===== src/pint_pkg.sv =====
// pint_pkg: shared types and constants of the pose interpolator
// used by pint_div, pint_lane and pose_interpolator_unit; no dependencies
package pint_pkg;

    // run length limit and index width
    localparam int MAX_POINTS = 64;
    localparam int IDX_W      = 6;
    localparam int CNT_W      = 7;

    // fixed-point angle constants, Q16 radians
    localparam int PI_Q16     = 205887;
    localparam int TWO_PI_Q16 = 2 * PI_Q16;
    // pi plus enough whole turns to keep the wrap value positive
    localparam int WRAP_BIAS  = PI_Q16 + 21 * TWO_PI_Q16;
    // wrap tries 32, 16, 8, 4, 2 and 1 whole turns, one per cycle
    localparam int WRAP_SH_MAX = 5;

    // per-point divisor and remainder width
    localparam int MOD_W = 6;

    // shared divider sizes, two quotient bits per cycle; divisor is N-1
    localparam int DVD_W     = 32;
    localparam int DVS_W     = MOD_W;
    localparam int DIV_STEPS = DVD_W / 2;

    // number of interpolated channels: x, y, z, heading
    localparam int NUM_LANES = 4;
    localparam int LANE_HDG  = 3;

    // sequencer controls toward one interpolation lane
    typedef struct packed {
        logic set_base;
        logic set_step;
        logic advance;
    } t_lane_ctl;

endpackage


===== src/pint_div.sv =====
// pint_div: shared unsigned restoring divider, two quotient bits per cycle
// depends on pint_pkg for operand widths and step count
module pint_div (
    input  logic                        i_clk,
    input  logic                        i_rst_n,
    input  logic                        i_start,
    input  logic [pint_pkg::DVD_W-1:0]  i_dividend,
    input  logic [pint_pkg::DVS_W-1:0]  i_divisor,
    output logic                        o_done,
    output logic [pint_pkg::DVD_W-1:0]  o_quotient,
    output logic [pint_pkg::DVS_W-1:0]  o_remainder
);

    logic                        r_busy;
    logic                        r_done;
    logic [3:0]                  r_cnt;
    logic [pint_pkg::DVD_W-1:0]  r_quo;
    logic [pint_pkg::DVS_W:0]    r_rem;
    logic [pint_pkg::DVS_W-1:0]  r_dvs;
    logic [pint_pkg::DVD_W-1:0]  n_quo;
    logic [pint_pkg::DVS_W:0]    n_rem;

    // two shift-compare-subtract steps per cycle
    always_comb begin
        n_rem = r_rem;
        n_quo = r_quo;
        for (int k = 0; k < 2; k++) begin
            n_rem = {n_rem[pint_pkg::DVS_W-1:0], n_quo[pint_pkg::DVD_W-1]};
            n_quo = {n_quo[pint_pkg::DVD_W-2:0], 1'b0};
            if (n_rem >= {1'b0, r_dvs}) begin
                n_rem    = n_rem - {1'b0, r_dvs};
                n_quo[0] = 1'b1;
            end
        end
    end

    // iteration control
    always_ff @(posedge i_clk) begin
        if (!i_rst_n) begin
            r_busy <= 1'b0;
            r_done <= 1'b0;
            r_cnt  <= '0;
        end else begin
            r_done <= 1'b0;
            if (i_start) begin
                r_busy <= 1'b1;
                r_cnt  <= '0;
            end else if (r_busy) begin
                r_cnt <= r_cnt + 4'd1;
                if (r_cnt == 4'(pint_pkg::DIV_STEPS - 1)) begin
                    r_busy <= 1'b0;
                    r_done <= 1'b1;
                end
            end
        end
    end

    // operand and partial result registers
    always_ff @(posedge i_clk) begin
        if (i_start) begin
            r_quo <= i_dividend;
            r_rem <= '0;
            r_dvs <= i_divisor;
        end else if (r_busy) begin
            r_quo <= n_quo;
            r_rem <= n_rem;
        end
    end

    assign o_done      = r_done;
    assign o_quotient  = r_quo;
    assign o_remainder = r_rem[pint_pkg::DVS_W-1:0];

endmodule


===== src/pint_lane.sv =====
// pint_lane: one interpolation channel, adds quotient and remainder per point
// depends on pint_pkg for the control struct and widths
module pint_lane (
    input  logic                        i_clk,
    input  logic                        i_rst_n,
    input  pint_pkg::t_lane_ctl         i_ctl,
    input  logic signed [31:0]          i_base,
    input  logic                        i_neg,
    input  logic [31:0]                 i_quo,
    input  logic [pint_pkg::MOD_W-1:0]  i_rem,
    input  logic [pint_pkg::MOD_W-1:0]  i_div,
    output logic signed [31:0]          o_value
);

    logic signed [31:0]          r_base;
    logic                        r_neg;
    logic [31:0]                 r_quo;
    logic [pint_pkg::MOD_W-1:0]  r_rem;
    logic [31:0]                 r_acc_q;
    logic [pint_pkg::MOD_W-1:0]  r_acc_r;
    logic [pint_pkg::MOD_W:0]    w_sum_r;
    logic                        w_carry;

    // remainder accumulation: carry into the quotient on reaching the divisor
    assign w_sum_r = {1'b0, r_acc_r} + {1'b0, r_rem};
    assign w_carry = (w_sum_r >= {1'b0, i_div});

    always_ff @(posedge i_clk) begin
        if (!i_rst_n) begin
            r_acc_q <= '0;
            r_acc_r <= '0;
        end else if (i_ctl.set_base) begin
            r_acc_q <= '0;
            r_acc_r <= '0;
        end else if (i_ctl.advance) begin
            if (w_carry) begin
                r_acc_q <= r_acc_q + r_quo + 32'd1;
                r_acc_r <= pint_pkg::MOD_W'(w_sum_r - {1'b0, i_div});
            end else begin
                r_acc_q <= r_acc_q + r_quo;
                r_acc_r <= w_sum_r[pint_pkg::MOD_W-1:0];
            end
        end
    end

    // start value and per-point step
    always_ff @(posedge i_clk) begin
        if (i_ctl.set_base) begin
            r_base <= i_base;
        end
        if (i_ctl.set_step) begin
            r_neg <= i_neg;
            r_quo <= i_quo;
            r_rem <= i_rem;
        end
    end

    // signed offset from the start value, truncated toward zero
    assign o_value = r_base + (r_neg ? -$signed(r_acc_q) : $signed(r_acc_q));

endmodule


===== src/pose_interpolator_unit.sv =====
// pose_interpolator_unit: top level, sequencer around the shared divider
// depends on pint_pkg, pint_div and pint_lane
//
// Takes one request word (start pose, end pose, step count N) and returns N
// pose words from start to end, both included, the last one with tlast set.
// N of 0 or 1 returns start then end unchanged; N above 64 is taken as 64.
// Headings move along the shortest turn, wrapped into (-pi, pi]. A request
// is accepted, the heading difference is wrapped by compare and subtract of
// whole turns (skipped for N below 2), the four differences are divided by
// N-1 on the one shared radix-4 divider, and the words then leave at one
// word per cycle while the output is taken. The request side is ready only
// while no request is in work; the last result word may still wait in the
// output register when the next request is accepted.
module pose_interpolator_unit (
    input  logic          i_clk,
    input  logic          i_rst_n,
    input  logic          i_s_tvalid,
    output logic          o_s_tready,
    // fields from bit 0: start_x, start_y, start_z, start_heading,
    // end_x, end_y, end_z, end_heading, step_count, zero pad
    input  logic [247:0]  i_s_tdata,
    output logic          o_m_tvalid,
    input  logic          i_m_tready,
    // fields from bit 0: pose_x, pose_y, pose_z, pose_heading, point_index,
    // zero pad
    output logic [127:0]  o_m_tdata,
    // last_point
    output logic          o_m_tlast
);

    typedef enum logic [2:0] {
        S_IDLE,
        S_WRAP,
        S_DIV_GO,
        S_DIV_WAIT,
        S_EMIT
    } t_state;

    t_state                          r_state;
    logic [1:0]                      r_ch;
    logic [pint_pkg::IDX_W-1:0]      r_idx;
    logic [pint_pkg::MOD_W-1:0]      r_m;
    logic signed [32:0]              r_d [pint_pkg::NUM_LANES];
    logic [25:0]                     r_wrap;
    logic [2:0]                      r_wrap_sh;
    logic                            r_m_tvalid;
    logic [127:0]                    r_m_tdata;
    logic                            r_m_tlast;

    logic                            w_in_acc;
    logic                            w_load;
    logic [pint_pkg::CNT_W-1:0]      w_n;
    logic                            w_short;
    logic [pint_pkg::MOD_W-1:0]      w_m;
    logic signed [31:0]              w_sx, w_sy, w_sz, w_ex, w_ey, w_ez;
    logic signed [22:0]              w_sh, w_eh;
    logic signed [23:0]              w_dh_raw;
    logic [25:0]                     w_wrap_num;
    logic [25:0]                     w_wrap_turns;
    logic [25:0]                     w_wrap_next;
    logic signed [20:0]              w_dh_wrap;
    logic signed [32:0]              w_d_sel;
    logic [32:0]                     w_mag;
    logic                            w_div_start;
    logic [pint_pkg::DVD_W-1:0]      w_dividend;
    logic [pint_pkg::DVS_W-1:0]      w_divisor;
    logic                            w_div_done;
    logic [pint_pkg::DVD_W-1:0]      w_div_quo;
    logic [pint_pkg::DVS_W-1:0]      w_div_rem;
    pint_pkg::t_lane_ctl             w_ctl [pint_pkg::NUM_LANES];
    logic signed [31:0]              w_base [pint_pkg::NUM_LANES];
    logic signed [31:0]              w_val [pint_pkg::NUM_LANES];

    // request word fields
    assign w_sx = i_s_tdata[31:0];
    assign w_sy = i_s_tdata[63:32];
    assign w_sz = i_s_tdata[95:64];
    assign w_sh = i_s_tdata[118:96];
    assign w_ex = i_s_tdata[150:119];
    assign w_ey = i_s_tdata[182:151];
    assign w_ez = i_s_tdata[214:183];
    assign w_eh = i_s_tdata[237:215];
    assign w_n  = i_s_tdata[244:238];

    assign w_in_acc   = i_s_tvalid && o_s_tready;
    assign o_s_tready = (r_state == S_IDLE);

    // step divisor: N-1 after saturation, 1 for a short run
    assign w_short = (w_n < pint_pkg::CNT_W'(2));
    always_comb begin
        if (w_short) begin
            w_m = pint_pkg::MOD_W'(1);
        end else if (w_n > pint_pkg::CNT_W'(pint_pkg::MAX_POINTS)) begin
            w_m = pint_pkg::MOD_W'(pint_pkg::MAX_POINTS - 1);
        end else begin
            w_m = pint_pkg::MOD_W'(w_n - pint_pkg::CNT_W'(1));
        end
    end

    assign w_dh_raw = {w_eh[22], w_eh} - {w_sh[22], w_sh};

    // heading wrap: pi - ((pi - d) mod 2pi), one whole-turn multiple per cycle
    assign w_wrap_num   = 26'(pint_pkg::WRAP_BIAS) - {{2{w_dh_raw[23]}}, w_dh_raw};
    assign w_wrap_turns = 26'(pint_pkg::TWO_PI_Q16) << r_wrap_sh;
    assign w_wrap_next  = (r_wrap >= w_wrap_turns) ? (r_wrap - w_wrap_turns) : r_wrap;
    assign w_dh_wrap    = 21'(pint_pkg::PI_Q16) - 21'(w_wrap_next);

    // magnitude of the selected difference
    assign w_d_sel = r_d[r_ch];
    assign w_mag   = w_d_sel[32] ? 33'(-w_d_sel) : 33'(w_d_sel);

    assign w_div_start = (r_state == S_DIV_GO);
    assign w_dividend  = w_mag[31:0];
    assign w_divisor   = r_m;

    pint_div u_div (
        .i_clk       (i_clk),
        .i_rst_n     (i_rst_n),
        .i_start     (w_div_start),
        .i_dividend  (w_dividend),
        .i_divisor   (w_divisor),
        .o_done      (w_div_done),
        .o_quotient  (w_div_quo),
        .o_remainder (w_div_rem)
    );

    // lane start values and controls
    assign w_base[0] = w_sx;
    assign w_base[1] = w_sy;
    assign w_base[2] = w_sz;
    assign w_base[3] = {{9{w_sh[22]}}, w_sh};

    assign w_load = (r_state == S_EMIT) && (!r_m_tvalid || i_m_tready);

    for (genvar g = 0; g < pint_pkg::NUM_LANES; g++) begin : g_lane
        assign w_ctl[g].set_base = w_in_acc;
        assign w_ctl[g].set_step = (r_state == S_DIV_WAIT) && w_div_done
                                 && (r_ch == 2'(g));
        assign w_ctl[g].advance  = w_load;

        pint_lane u_lane (
            .i_clk   (i_clk),
            .i_rst_n (i_rst_n),
            .i_ctl   (w_ctl[g]),
            .i_base  (w_base[g]),
            .i_neg   (w_d_sel[32]),
            .i_quo   (w_div_quo),
            .i_rem   (w_div_rem),
            .i_div   (r_m),
            .o_value (w_val[g])
        );
    end

    // sequencer and result register
    always_ff @(posedge i_clk) begin
        if (!i_rst_n) begin
            r_state    <= S_IDLE;
            r_ch       <= '0;
            r_idx      <= '0;
            r_wrap_sh  <= '0;
            r_m_tvalid <= 1'b0;
        end else begin
            if (w_load) begin
                r_m_tvalid <= 1'b1;
            end else if (i_m_tready) begin
                r_m_tvalid <= 1'b0;
            end
            unique case (r_state)
                S_IDLE: begin
                    if (w_in_acc) begin
                        r_ch      <= '0;
                        r_idx     <= '0;
                        r_wrap_sh <= 3'(pint_pkg::WRAP_SH_MAX);
                        r_state   <= w_short ? S_DIV_GO : S_WRAP;
                    end
                end
                S_WRAP: begin
                    r_wrap_sh <= r_wrap_sh - 3'd1;
                    if (r_wrap_sh == '0) begin
                        r_state <= S_DIV_GO;
                    end
                end
                S_DIV_GO: begin
                    r_state <= S_DIV_WAIT;
                end
                S_DIV_WAIT: begin
                    if (w_div_done) begin
                        r_ch    <= r_ch + 2'd1;
                        r_state <= (r_ch == 2'(pint_pkg::NUM_LANES - 1)) ? S_EMIT : S_DIV_GO;
                    end
                end
                S_EMIT: begin
                    if (w_load) begin
                        r_idx <= r_idx + pint_pkg::IDX_W'(1);
                        if (r_idx == r_m) begin
                            r_state <= S_IDLE;
                        end
                    end
                end
                default: begin
                    r_state <= S_IDLE;
                end
            endcase
        end
    end

    // request payload: step divisor, differences and heading wrap value
    always_ff @(posedge i_clk) begin
        if (w_in_acc) begin
            r_m    <= w_m;
            r_d[0] <= {w_ex[31], w_ex} - {w_sx[31], w_sx};
            r_d[1] <= {w_ey[31], w_ey} - {w_sy[31], w_sy};
            r_d[2] <= {w_ez[31], w_ez} - {w_sz[31], w_sz};
            r_d[3] <= {{9{w_dh_raw[23]}}, w_dh_raw};
            r_wrap <= w_wrap_num;
        end else if (r_state == S_WRAP) begin
            r_wrap <= w_wrap_next;
            if (r_wrap_sh == '0) begin
                r_d[3] <= {{12{w_dh_wrap[20]}}, w_dh_wrap};
            end
        end
    end

    // result word payload
    always_ff @(posedge i_clk) begin
        if (w_load) begin
            r_m_tdata <= {2'b00, r_idx, w_val[3][23:0], w_val[2], w_val[1], w_val[0]};
            r_m_tlast <= (r_idx == r_m);
        end
    end

    assign o_m_tvalid = r_m_tvalid;
    assign o_m_tdata  = r_m_tdata;
    assign o_m_tlast  = r_m_tlast;

    // divider finishes only while the sequencer waits for it
    a_done_in_wait: assert property (@(posedge i_clk) disable iff (!i_rst_n)
        w_div_done |-> (r_state == S_DIV_WAIT))
        else $error("divider result outside a wait state");

    // an accepted request starts the wrap or a division
    a_acc_starts: assert property (@(posedge i_clk) disable iff (!i_rst_n)
        w_in_acc |=> (r_state == S_WRAP || r_state == S_DIV_GO))
        else $error("request accepted but sequencer stayed idle");

    // loading the last point ends the run and flags it
    a_last_ends: assert property (@(posedge i_clk) disable iff (!i_rst_n)
        (w_load && r_idx == r_m) |=> (r_state == S_IDLE && o_m_tvalid && o_m_tlast))
        else $error("last point did not close the run");

    // no word is loaded over one that waits
    a_no_overwrite: assert property (@(posedge i_clk) disable iff (!i_rst_n)
        (o_m_tvalid && !i_m_tready) |-> !w_load)
        else $error("result word overwritten while waiting");

endmodule

===== config.mk =====
export PLATFORM = sky130hd
export DESIGN_NAME = pose_interpolator_unit
export DESIGN_NICKNAME = d
export VERILOG_FILES = /design/src/pint_pkg.sv /design/src/pint_div.sv /design/src/pint_lane.sv /design/src/pose_interpolator_unit.sv
export SDC_FILE = /design/constraint.sdc
export NUM_CORES = 2
export LEC_CHECK = 0
export ABC_AREA = 0
export BUFFER_PORTS_ARGS = -buffer_cell sky130_fd_sc_hd__clkbuf_2
export CAP_MARGIN = 25
export CORE_UTILIZATION = 45
export DETAILED_ROUTE_END_ITERATION = 10
export PLACE_DENSITY = 0.68
export SKIP_CTS_REPAIR_TIMING = 1
export SYNTH_ARGS = -nofsm -noshare
export SYNTH_HDL_FRONTEND = slang
export SYNTH_HIERARCHICAL = 1
export SYNTH_SLANG_ARGS = --single-unit
export TNS_END_PERCENT = 1

===== constraint.sdc =====
create_clock -name i_clk -period 11.4 [get_ports i_clk]
set_clock_uncertainty 0.1 [all_clocks]
set_input_delay 0.57 -clock i_clk [delete_from_list [all_inputs] [get_ports i_clk]]
set_output_delay 0.57 -clock i_clk [all_outputs]
set_load 0.02 [all_outputs]

# Word-level counts from Yosys, hierarchy flattened
# Memories as Yosys holds them, arrays and structs flattened. A register that Yosys moved wholly into a read port is not among the register bits.
# Cells that the tools add are included.
# op_classes
add_sub_neg	39
n_lt_le_gt_ge	9
eq_ne	14
n_shift	1
mux	54
bitwise_logic	3
n_reduce_logical	28
# op_table
operator	n
two-way mux 32 bit	10
adder 32 bit	7
adder 32 x 1 -> 32 bit, second input constant	4
negation 32 bit	4
subtractor 32 x 32 -> 33 bit	3
two-way mux 26 bit	3
two-way mux 6 bit	9
greater-or-equal comparator 7 x 6 -> 1 bit	6
subtractor 6 bit	6
two-way mux 33 bit	1
adder 6 x 6 -> 7 bit	4
greater-or-equal comparator 26 bit	1
<< shifter 19 x 3 -> 26 bit, first input constant	1
subtractor 25 x 24 -> 26 bit, first input constant	1
subtractor 26 bit	1
adder 23 x 24 -> 24 bit	1
two-way mux 24 bit	1
negation 24 bit	1
subtractor 23 x 23 -> 24 bit	1
two-way mux 3 bit	7
subtractor 18 x 21 -> 21 bit, first input constant	1
one-hot mux 3 bit (5 select lines)	1
two-way mux 1 bit	14
nonzero test 2 bit	7
other kinds (32)	53
# totals
regBits	651
ramBits	132
inputBits	252
output_inout_bits	131
word_cells	190
memories	1
# memory_table
name	depth	width	rd	rd_clocked_by_memory_dff	wr	line_no	text
r_d	4	33	1	1	4	pose_interpolator_unit.sv:43	logic signed [32:0] r_d [pint_pkg::NUM_LANES];

# Depth between registers and ports, before layout
# logic_depth
word_depth	6
ltp_mapped	24
mapped_depth_nobuf	20

# By module
# Netlist, hierarchy kept.
# modules_own_cells
mod	n_inst	cells_each	area_per_inst_um2
pose_interpolator_unit	1	1960	20297.0
pint_lane at g_lane[2].u_lane ...	2	932	8552.0
pint_lane at g_lane[0].u_lane	1	976	8894.8
pint_lane at g_lane[1].u_lane	1	928	8575.7
pint_div	1	210	2642.5

# Worst setup path before layout
# No wires, ideal clock.
# synth_path
path_kind	register to register
startpoint	reg r_state[1]
endpoint	reg g_lane[2].u_lane.r_acc_q[31]
setup_ns	0.122
arrival_ns	9.161
slack_ns	2.017
stages_incl_launch_ff	12
synth_period_minus_slack_ns	9.383
path_cell_list	dfxtp_1 nor3_1 nand2_1 inv_1 clkbuf_1 nand2b_1 buf_1 nor3_1 and2_1 nand4_1 and4b_1 nand2_1
# synth_lines
item	line_no	text
from (decl)	pose_interpolator_unit.sv:39	t_state r_state;
from (signal assigned)	pose_interpolator_unit.sv:174	r_state <= w_short ? S_DIV_GO : S_WRAP;
from (signal assigned)	pose_interpolator_unit.sv:189	r_state <= (r_ch == 2'(pint_pkg::NUM_LANES - 1)) ? S_EMIT : S_DIV_GO;
to (signal assigned)	pint_lane.sv:37	r_acc_q <= r_acc_q + r_quo + 32'd1;
to (signal assigned)	pint_lane.sv:40	r_acc_q <= r_acc_q + r_quo;
to (decl)	pint_lane.sv:19	logic [31:0] r_acc_q;

==> flow_metrics.py <==
metrics = {
    "outcome": {
        "status": "finished, violations left",
        "violations": "hold timing",
    },
    "power_and_ir_drop": {
        "combPwrFrac_pct": 32.4,
        "clockPowerShare_pct": 28.9,
        "intPower_mw": 6.55,
        "sw_frac_of_total_pct": 36.7,
        "power.switching_mw": 3.80,
        "peakVddDrop_mv": 0.174,
        "p_leak_nw": 25.9,
        "power_mw": 10.4,
        "powerDensity_nw_per_um2": 165,
        "seq_power_share_pct": 38.8,
    },
    "worst_setup_path": {
        "rr_worst_depth": 16,
        "worstSetupEndpointType": "register",
        "reg2reg_from": "r_wrap_sh[2]",
        "cp.required_ns": 11.74,
        "cpMaxStageDelayCell": "dfxtp_1",
        "cpPeakStageDelay_ns": 0.88,
        "cp_max_fo": 24,
        "critical_path.cell_chain": "inv_1 > nand2_1 > inv_1 > ha_1 > nand2b_1 > a211oi_1 > o21a_1 > a221o_1 > a31o_1 > mux2i_1 > ha_1 > a31oi_1 > o211ai_1 > a31oi_1 > o21a_1 > o31a_1",
        "arrival_ns": 6.04,
        "crit_path_start_kind": "register",
        "r2r-end": "r_d[3][31]",
        "reg2reg_slack_ns": 5.70,
        "critical_path_class": "register to register",
    },
    "clock_tree": {
        "h-tree-depth": 3,
        "cts_tree": "done",
        "cts_root_buffer": "clkbuf_16",
        "cts_buffer_depth": 3,
        "cts.sinks": 761,
        "clk_pin_slew_ns": 0.06,
        "numCtsBuffers": 89,
        "clk_latency_ns": 0.70,
    },
    "finish": {
        "fin_util_pct": 51.3,
        "layout-drive-gt1-share_pct": 12.4,
        "fin_nets": 6839,
        "seq_area_um2": 21100,
        "final_cell_area_um2": 62600,
        "multiInputGateArea_um2": 32500,
        "n_fill_cell": 11100,
        "fin_cells": 7805,
        "area_growth_syn_to_layout_pct": 12.8,
    },
    "min_path": {
        "min_from": "i_s_tdata[58]",
        "holdPathEnd": "g_lane[1].u_lane/r_base[26]",
        "hold_path_class": "input port to register",
        "hold_depth": 1,
    },
    "timing": {
        "fin_crit_ns": 5.70,
        "finalMaxSlewViolations": 0,
        "fin_tns_setup_ns": 0,
        "min_period_over_period_pct": 50.0,
        "relSlewSlack_pct": 26.2,
        "hold_violations": 1,
        "setup_viol": 0,
        "max_freq_ghz": 0.175,
        "setup_ws_ns": 5.70,
        "rsz0062_at_grt": "false",
        "hold_ws_ns": -0.000911,
        "tightest_slew_ns": 1.10,
    },
    "global_route": {
        "antenna_found_initial": 10,
        "grt_pass1_vias": 43700,
        "grt_pass1_wl_mm": 262,
        "grt_overflow": 0,
        "grt.total_usage_pct": 27.2,
        "grt_max_degree": 132,
    },
    "synthesis": {
        "netlist_area_um2": 55500,
        "syn_avg_cell_area_um2": 9.71,
        "syn-instance-count": 5717,
        "synth_warnings": 6,
    },
    "place": {
        "gp_congestion": 0.944,
        "io_buffers": 377,
        "place_area_um2": 59000,
        "post-place-ws_ns": 5.81,
        "place_inst": 7583,
        "hpwl_mm": 135,
    },
    "floorplan": {
        "initial_core_util_pct": 45.5,
        "die_area_um2": 125000,
        "ioPinCount": 383,
        "die_width_um": 353,
        "rows": 128,
        "coreArea_um2": 122000,
        "dieHeight_um": 353,
    },
    "drt": {
        "drc": 0,
        "drt_iter0_markers": 4091,
        "ant_nets": 0,
        "wirelength_mm": 175,
        "avgViaCountPerCell": 5.93,
        "dr.pass1.iters": 5,
        "wire_per_inst_um": 22.4,
        "vias": 46300,
    },
    "job": {
        "drv_cap": 0,
    },
}
## critical path: cells and delay by family (launching register included)
family                   cells  cell delay [ns]
adder cells (fa/ha/maj)      2             0.51
multiplexers                 1             0.33
flip-flops                   1             0.88
AND/OR/NAND/NOR              2             0.38
buffers and inverters        2             0.32
AO/OA/AOI/OAI                9             2.93
## cell type report
| type | instances | area share [%] |
|---|---|---|
| inverter | 315 | 1.90 |
| tap | 1625 | 3.25 |
| multi-input combinational | 4473 | 51.9 |
| clock inverter | 45 | 0.855 |
| timing repair buffer | 461 | 4.32 |
| clock buffer | 121 | 4.03 |
| sequential | 761 | 33.7 |
| antenna | 4 | 0.0160 |
## state kept, by name (all words and copies together), names as in the netlist, 4 cells and up, named ones only
| register | cells |
|---|---|
| g_lane.u_lane/r_quo | 120 |
| r_m | 6 |
| u_div/r_rem | 6 |
| u_div/o_quotient | 32 |
| u_div/r_dvs | 6 |
| u_div/r_cnt | 4 |
| o_m_tdata | 126 |
| r_wrap | 26 |
| g_lane.u_lane/r_base | 120 |
| g_lane.u_lane/r_acc_r | 24 |
| r_d | 123 |
| g_lane.u_lane/r_neg | 4 |
| g_lane.u_lane/r_rem | 24 |
| g_lane.u_lane/r_acc_q | 120 |
| r_idx | 6 |
## worst max-delay path by stage
stage / startpoint / end / cells past startpoint
floorplan: r_state[1] / g_lane[2].u_lane/r_acc_q[31] / 11
global placement: r_wrap_sh[2] / r_d[3][31] / 16
detailed placement: r_wrap_sh[2] / r_d[3][31] / 16
CTS: r_wrap_sh[2] / r_d[3][31] / 16
global route: r_wrap_sh[2] / r_d[3][31] / 16
finish: r_wrap_sh[2] / r_d[3][31] / 16
## power by group through the flow
| stage | Combinational [mW] | Clock (mW) | Sequential, mW |
|---|---|---|---|
| finish | 3.35 | 2.99 | 4.01 |
| global route | 3.66 | 3.14 | 4.01 |
| CTS | 3.30 | 3.04 | 3.99 |
| detailed placement | 3.27 | 0 | 4.05 |
| global placement | 3.24 | 0 | 4.04 |
| floorplan | 2.49 | 0 | 3.75 |
## routing by layer
metal  GRT usage [%]  wire length [um]  vias to the layer above
li1                -                 -                    22100
met1            36.0             74700                    22300
met2            44.3             80800                     1549
met3            3.81             12000                      293
met4            11.6              7530                        6
met5               0                42                        -
## cell usage in the layout, fill, tap and decap left out, types with 33 or more instances in the layout
master and instances:
edfxtp_1 588, ha_1 464, xnor2_1 413, nor2_1 410, a21oi_1 406, clkbuf_2 378
nand2_1 374, inv_1 312, o21ai_0 306, a21o_1 210, xor2_1 180, dfxtp_1 172
a211oi_1 156, nand3_1 143, clkbuf_16 94, nor3_1 90, nand2b_1 78, o21a_1 72
nor2b_1 67, nand4_1 67, or3_1 60, mux2i_1 60, o31ai_1 54, and3_1 50
o21bai_1 49, a31oi_1 47, dlygate4sd3_1 47, and2_1 42, o211ai_1 42, mux2_2 40
nor4_1 38, a211o_1 33, or2_2 33
No activity file was read; power rests on OpenSTA's default activity.
